[config.mk]
export PLATFORM = sky130hd
export DESIGN_NAME = ppm_mac
export DESIGN_NICKNAME = d
export VERILOG_FILES = /design/src/hdl/ppm_pkg.sv /design/src/hdl/ppm_mac.sv
export SDC_FILE = /design/constraint.sdc
export NUM_CORES = 2
export LEC_CHECK = 0
export BUFFER_PORTS_ARGS = -buffer_cell sky130_fd_sc_hd__buf_2
export CORE_MARGIN = 3
export CORE_UTILIZATION = 67
export DETAILED_ROUTE_END_ITERATION = 12
export HOLD_SLACK_MARGIN = 0.08
export PLACE_DENSITY = 0.85
export SLEW_MARGIN = 20
export SYNTH_ARGS = -nofsm -noshare
export SYNTH_HDL_FRONTEND = slang
export SYNTH_SLANG_ARGS = --single-unit
[constraint.sdc]
create_clock -name clk_i -period 15.04 [get_ports clk_i]
set_input_delay 3.008 -clock clk_i [delete_from_list [all_inputs] [get_ports clk_i]]
set_output_delay 3.008 -clock clk_i [all_outputs]
set_load 0.01 [all_outputs]
[src/hdl/ppm_pkg.sv]
// ----------------------------------------------------------------------------
// ppm_pkg: shared types and constants of the perspective point map
// Coordinate format, matrix constants and stage widths.
// ----------------------------------------------------------------------------
package ppm_pkg;

  // coordinate width, signed, 4 fraction bits
  localparam int COORD_WIDTH = 16;
  // matrix word width and fraction bits
  localparam int MAT_W    = 40;
  localparam int MAT_FRAC = 26;
  // product and sum widths
  localparam int PROD_W = MAT_W + COORD_WIDTH;
  localparam int SUM_W  = PROD_W + 2;
  // quotient bits carried with 5 fraction bits (one extra for rounding)
  localparam int QUO_W  = COORD_WIDTH + 1;
  // partial remainder width
  localparam int REM_W  = SUM_W + QUO_W;
  // pipeline depth: two MAC stages, prep, one stage per quotient bit, output
  localparam int LATENCY = 2 + 1 + QUO_W + 1;

  typedef logic signed [MAT_W-1:0]       hcoef_t;
  typedef logic signed [COORD_WIDTH-1:0] coord_t;
  typedef logic signed [PROD_W-1:0]      prod_t;
  typedef logic signed [SUM_W-1:0]       sum_t;

  // numerators and denominator of one point
  typedef struct packed {
    sum_t num_x;
    sum_t num_y;
    sum_t den;
  } ppm_sums_t;

  localparam coord_t COORD_MAX = {1'b0, {(COORD_WIDTH-1){1'b1}}};
  localparam coord_t COORD_MIN = {1'b1, {(COORD_WIDTH-1){1'b0}}};

  localparam longint SCALE = 64'sd67108864;

  // camera to top view, round to nearest, ties away from zero
  localparam longint H0_0 = (64'sd341575344 * SCALE + 64'sd50000000) / 64'sd100000000;
  localparam longint H0_1 = (64'sd675223255 * SCALE + 64'sd500000000) / 64'sd1000000000;
  localparam longint H0_2 = -((64'sd167839012 * SCALE + 64'sd50000) / 64'sd100000);
  localparam longint H0_3 = -((64'sd148898470 * SCALE + 64'sd500000000) / 64'sd1000000000);
  localparam longint H0_4 = (64'sd653779083 * SCALE + 64'sd50000000) / 64'sd100000000;
  localparam longint H0_5 = -((64'sd193995113 * SCALE + 64'sd50000) / 64'sd100000);
  localparam longint H0_6 =
    -((64'sd100614568 * SCALE + 64'sd50000000000) / 64'sd100000000000);
  localparam longint H0_7 =
    (64'sd505477137 * SCALE + 64'sd50000000000) / 64'sd100000000000;
  localparam longint H0_8 = (64'sd100000000 * SCALE + 64'sd50000000) / 64'sd100000000;

  // top view to camera
  localparam longint H1_0 = (64'sd344314005 * SCALE + 64'sd500000000) / 64'sd1000000000;
  localparam longint H1_1 = -((64'sd192954325 * SCALE + 64'sd500000000) / 64'sd1000000000);
  localparam longint H1_2 = (64'sd203571264 * SCALE + 64'sd500000) / 64'sd1000000;
  localparam longint H1_3 = (64'sd442568546 * SCALE + 64'sd5000000000) / 64'sd10000000000;
  localparam longint H1_4 = (64'sd363836417 * SCALE + 64'sd5000000000) / 64'sd10000000000;
  localparam longint H1_5 = (64'sd144862754 * SCALE + 64'sd500000) / 64'sd1000000;
  localparam longint H1_6 =
    (64'sd122721767 * SCALE + 64'sd500000000000) / 64'sd1000000000000;
  localparam longint H1_7 =
    -((64'sd378051151 * SCALE + 64'sd500000000000) / 64'sd1000000000000);
  localparam longint H1_8 = (64'sd472574244 * SCALE + 64'sd500000000) / 64'sd1000000000;

  localparam hcoef_t HMAT [2][9] = '{
    '{hcoef_t'(H0_0), hcoef_t'(H0_1), hcoef_t'(H0_2),
      hcoef_t'(H0_3), hcoef_t'(H0_4), hcoef_t'(H0_5),
      hcoef_t'(H0_6), hcoef_t'(H0_7), hcoef_t'(H0_8)},
    '{hcoef_t'(H1_0), hcoef_t'(H1_1), hcoef_t'(H1_2),
      hcoef_t'(H1_3), hcoef_t'(H1_4), hcoef_t'(H1_5),
      hcoef_t'(H1_6), hcoef_t'(H1_7), hcoef_t'(H1_8)}
  };

endpackage

[src/hdl/ppm_mac.sv]
// ----------------------------------------------------------------------------
// ppm_mac: matrix times (x, y, 1)
// Stage 1 registers the nine products, stage 2 the three row sums.
// ----------------------------------------------------------------------------
module ppm_mac import ppm_pkg::*; (
  input  logic      clk_i,
  input  logic      en_i,
  input  coord_t    x_i,
  input  coord_t    y_i,
  input  logic      dir_i,
  output ppm_sums_t sums_o
);

  prod_t     prod_q [9];
  prod_t     prod_d [9];
  ppm_sums_t sums_q;
  ppm_sums_t sums_d;

  always_comb begin
    for (int r = 0; r < 3; r++) begin
      prod_d[r*3]   = PROD_W'(HMAT[dir_i][r*3])   * PROD_W'(x_i);
      prod_d[r*3+1] = PROD_W'(HMAT[dir_i][r*3+1]) * PROD_W'(y_i);
      // constant term scaled to 4 fraction bits of the coordinates
      prod_d[r*3+2] = PROD_W'(HMAT[dir_i][r*3+2]) <<< 4;
    end
  end

  always_comb begin
    sums_d.num_x = SUM_W'(prod_q[0]) + SUM_W'(prod_q[1]) + SUM_W'(prod_q[2]);
    sums_d.num_y = SUM_W'(prod_q[3]) + SUM_W'(prod_q[4]) + SUM_W'(prod_q[5]);
    sums_d.den   = SUM_W'(prod_q[6]) + SUM_W'(prod_q[7]) + SUM_W'(prod_q[8]);
  end

  always_ff @(posedge clk_i) begin
    if (en_i) begin
      prod_q <= prod_d;
      sums_q <= sums_d;
    end
  end

  assign sums_o = sums_q;

endmodule

== Word level (Yosys, flattened, before mapping) ==
Cells that the tools add are included.
W data, S select, Z words.
Word-level totals
  memories kept: 0
  bits in read-only memories: 0
  register bits: 630
  bits in latches: 0
  input bits: 35
  bits in writable memories: 0
  output and inout port bits: 174
  word-level logic and storage cells: 29
Cells by class
  reduce and logical (&&, ||, !) cells: 0
  add/subtract/negate cells: 6
  shifts and indexed selects: 0
  bitwise logic cells: 1
  multipliers: 6
  divide/modulo/power cells: 0
  multiplexer cells: 3
  eq/ne operators: 0
  order comparisons: 1
Operators with widths (count)
  $mux W360: 2
  $mux W348: 1
  $mul A40 B16 Y56: 6
  $add A57 B44 Y58: 3
  $add A56 B56 Y57: 3
  $ge A2 B2 Y1 const B: 1
  $not A1 Y2: 1

== Depth between registers and ports, before layout ==
  word-level depth: 5
  gate-level depth with buffers: 30

== Worst setup path after synthesis ==
No wires, ideal clock.
  path type: in2reg
  from: in dir_i
  to: reg prod_q[496] in the netlist's numbering (data pin)
  path slack: 4.845 ns
  arrival: 9.927 ns
  stages on the path: 25
  required time: 14.772 ns
  setup time: 0.268 ns
  path buffers: 4
  path through: clkbuf_1 clkbuf_1 buf_1 nor2_1 fa_1 inv_1 fa_1 inv_1 fa_1 fa_1 fa_1 inv_1 fa_1 inv_1 ha_1 buf_2 a21oi_1 o21ai_0 a21oi_1 a31oi_2 o2111ai_1 or3b_1 a311o_1 a311oi_2 xnor2_1
RTL lines
  from (decl): RTL line ppm_mac.sv:10  | input logic dir_i,
  to (signal assigned): RTL line ppm_mac.sv:36  | prod_q <= prod_d;
  to (decl): RTL line ppm_mac.sv:14  | prod_t prod_q [9];

==> reports/qor.yml <==
slew_headroom: 0.170
tritoncts: "done"
place_ws_ns: 3.16
path_clk_slew_ns: 0.07
max_freq_mhz: 86.0
cts.path.max_buffers: 3
finClkSkew_ns: 0.0731
critPathRequiredTime_ns: 15.47
fp.dieW_um: 360
hp-start: "prod_q[112]$_DFFE_PP_"
final_area_mm2: 0.0889
cts_setup_buffers: 0
cts_hold_buf: 0
cp-start-kind: "primary input"
ys_ff_latch: 508
io_pins: 209
cp-startpoint: "dir_i"
synthDistinctLibCells: 90
io_buffers: 208
yosys_most_used_dff: "edfxtp_1"
cts_resized: 0
worst_pin_slew_ns: 1.24
hold_path.class: "flip-flop to flip-flop"
grt_pass1_wl_mm: 439
ys_warn_count: 0
worst_r2r_path_depth: 13
synth-edff-count: 508
place_hpwl_mm: 254
clock_latency_ns: 0.74
rrSetupSlack_ns: 9.21
worstPathMaxFanout: 14
setup_tns_ns: 0
reg2reg_from: "prod_q[28]$_DFFE_PP_"
dr.pass1.iters: 9
min_period_ns: 11.62
synth_seq_area_share: 0.182
arrival_ns: 12.05
drt_iter0_drc: 7424
maxCapViolCount: 0
grtUsageMet2: 0.727
syn2layout_area_growth_pct: 6.07
num_vias: 63800
finalCritPeriodShare: 0.773
layout.cells.most_common: "inv_1"
syn_area_per_cell_um2: 10.4
place_area_mm2: 0.0869
wire_per_inst_um: 30.1
root_buffer: "clkbuf_16"
grt_pass1_vias: 67000
critPathKind: "primary input to flip-flop"
drc: 0
fillCellCount: 8833
cts_max_level: 2
use_met3: 0.125
setup_violations: 0
fp-row-count: 129
start_util: 0.676
rsz0062_at_grt: "false"
cts_sinks: 508
cp-endpoint: "prod_q[325]$_DFFE_PP_"
cp-end-kind: "flip-flop"
die_area_mm2: 0.129
netlist_instances: 8081
final_max_slew_viol_count: 0
netlist_area_mm2: 0.0839
grt_max_degree: 107
finalWirelength_mm: 300
busiest_layer: "met2"
layout_common_cells: "1966 x inv_1, 1414 x fa_1, 1199 x ha_1"
worstReg2RegEnd: "sums_o[171]$_DFFE_PP_"
track_usage: 0.470
async_reset_ff_frac: 0
ant_nets: 0
core_area_mm2: 0.124
place_congestion: 1.11
antenna_found_initial: 22
final_layout_size_suffix_gt1_frac: 0.0507
whs_ns: 0.490
cts-buffers-inserted: 59
status: "finished clean"
die-height_um: 360
via_per_inst: 6.38
hold_violations: 0
fin_ws_ns: 3.42
nNetsFinal: 10900
grtUsageMet1: 0.574
overflow: 0
sequential cells by signal, indices dropped and copies added (netlist names):
signal and count:
sums_o 174, prod_q 334
routing by layer:
layer | wire length (um) | up-vias
li1 | - | 26600
met1 | 104000 | 31700
met2 | 134000 | 4244
met3 | 34000 | 1141
met4 | 27800 | 12
met5 | 77 | -
final cells by class:
| type | instances | area (um^2) | area share |
|---|---|---|---|
| antenna | 9 | 22.5 | 0.000253 |
| clock buffer | 63 | 1490 | 0.0168 |
| clock inverter | 48 | 503 | 0.00566 |
| inverter | 1967 | 7380 | 0.0830 |
| multi-input combinational | 5503 | 60800 | 0.684 |
| sequential | 508 | 15300 | 0.172 |
| tap | 1637 | 2050 | 0.0230 |
| timing repair buffer | 255 | 1400 | 0.0158 |
worst max-delay path, stage by stage:
cell and delay (ns):
buf_2 0.13, inv_1 0.77, buf_4 0.30, nand2_1 0.23, inv_1 0.61, fa_1 0.69, inv_1 0.36, fa_1 0.50
inv_1 0.55, fa_1 0.58, fa_1 0.59, fa_1 0.44, fa_1 0.46, ha_1 0.45, a21o_1 0.17, a21o_1 0.11
a21oi_1 0.09, o21ai_0 0.74, o21bai_2 0.43, a21oi_1 0.14, a311oi_1 0.68
how the worst min path moves through the flow:
stage | endpoint | depth (start not counted)
final | sums_o[116]$_DFFE_PP_ | 0
after floorplan | sums_o[116]$_DFFE_PP_ | 0
after global placement | sums_o[116]$_DFFE_PP_ | 0
after CTS | sums_o[116]$_DFFE_PP_ | 0
after detailed placement | sums_o[116]$_DFFE_PP_ | 0
after global routing | sums_o[116]$_DFFE_PP_ | 0
cells in the mapped netlist, types with 7 or more instances:
| master | count | area, um^2 |
|---|---|---|
| inv_1 | 1966 | 7380 |
| fa_1 | 1414 | 28300 |
| ha_1 | 1200 | 15000 |
| edfxtp_1 | 508 | 15300 |
| a21oi_1 | 435 | 2180 |
| nand2_1 | 363 | 1360 |
| xnor2_1 | 270 | 2360 |
| nor2_1 | 257 | 965 |
| o21ai_0 | 240 | 1200 |
| a21o_1 | 233 | 1750 |
| clkbuf_1 | 150 | 563 |
| xor2_1 | 129 | 1130 |
| nand4_1 | 82 | 513 |
| nand3_1 | 80 | 400 |
| a31oi_1 | 61 | 382 |
| o21bai_1 | 55 | 413 |
| nor3_1 | 53 | 265 |
| nor2b_1 | 50 | 313 |
| nand2b_1 | 38 | 238 |
| and3_1 | 37 | 231 |
| a211oi_1 | 35 | 263 |
| and2_1 | 35 | 219 |
| o21a_1 | 35 | 263 |
| or3_1 | 21 | 131 |
| or2_2 | 20 | 125 |
| o211ai_1 | 19 | 143 |
| o31ai_1 | 17 | 128 |
| a41oi_1 | 16 | 140 |
| o21ai_1 | 16 | 80.1 |
| a21boi_0 | 14 | 105 |
| a221oi_1 | 13 | 114 |
| nor4_1 | 13 | 81.3 |
| a31o_2 | 12 | 105 |
| o221ai_1 | 12 | 105 |
| and4_1 | 10 | 87.6 |
| o2111ai_1 | 10 | 87.6 |
| o31a_1 | 10 | 87.6 |
| a211o_1 | 9 | 78.8 |
| a2111oi_0 | 8 | 70.1 |
| buf_2 | 8 | 40.0 |
| a221o_1 | 7 | 70.1 |
| a22oi_1 | 7 | 52.6 |
| nor3b_1 | 7 | 52.6 |
cell families (layout without fill, tap and decap cells):
| family | after synthesis | in the layout | share of synthesized area |
|---|---|---|---|
| flip-flops | 508 | 508 | 0.182 |
| multiplexers | 4 | 4 | 0.000507 |
| XOR/XNOR | 399 | 399 | 0.0417 |
| adder cells (fa/ha/maj) | 2614 | 2614 | 0.517 |
| AO/OA/AOI/OAI | 1338 | 1338 | 0.102 |
| other | 2 | 73 | 0.0000896 |
| buffers and inverters | 2132 | 2333 | 0.0956 |
| AND/OR/NAND/NOR | 1084 | 1084 | 0.0613 |
per-stage QoR:
| step | cells | utilization |
|---|---|---|
| global placement | 9870 | 0.701 |
| finish | 9990 | 0.718 |
| floorplan | 8143 | - |
| CTS | 9981 | 0.717 |
| detailed placement | 9870 | 0.701 |
| global route | 9981 | 0.717 |
Power is not shown: default switching activity piles up to over one toggle a cycle in this logic, so the estimate is an artifact.
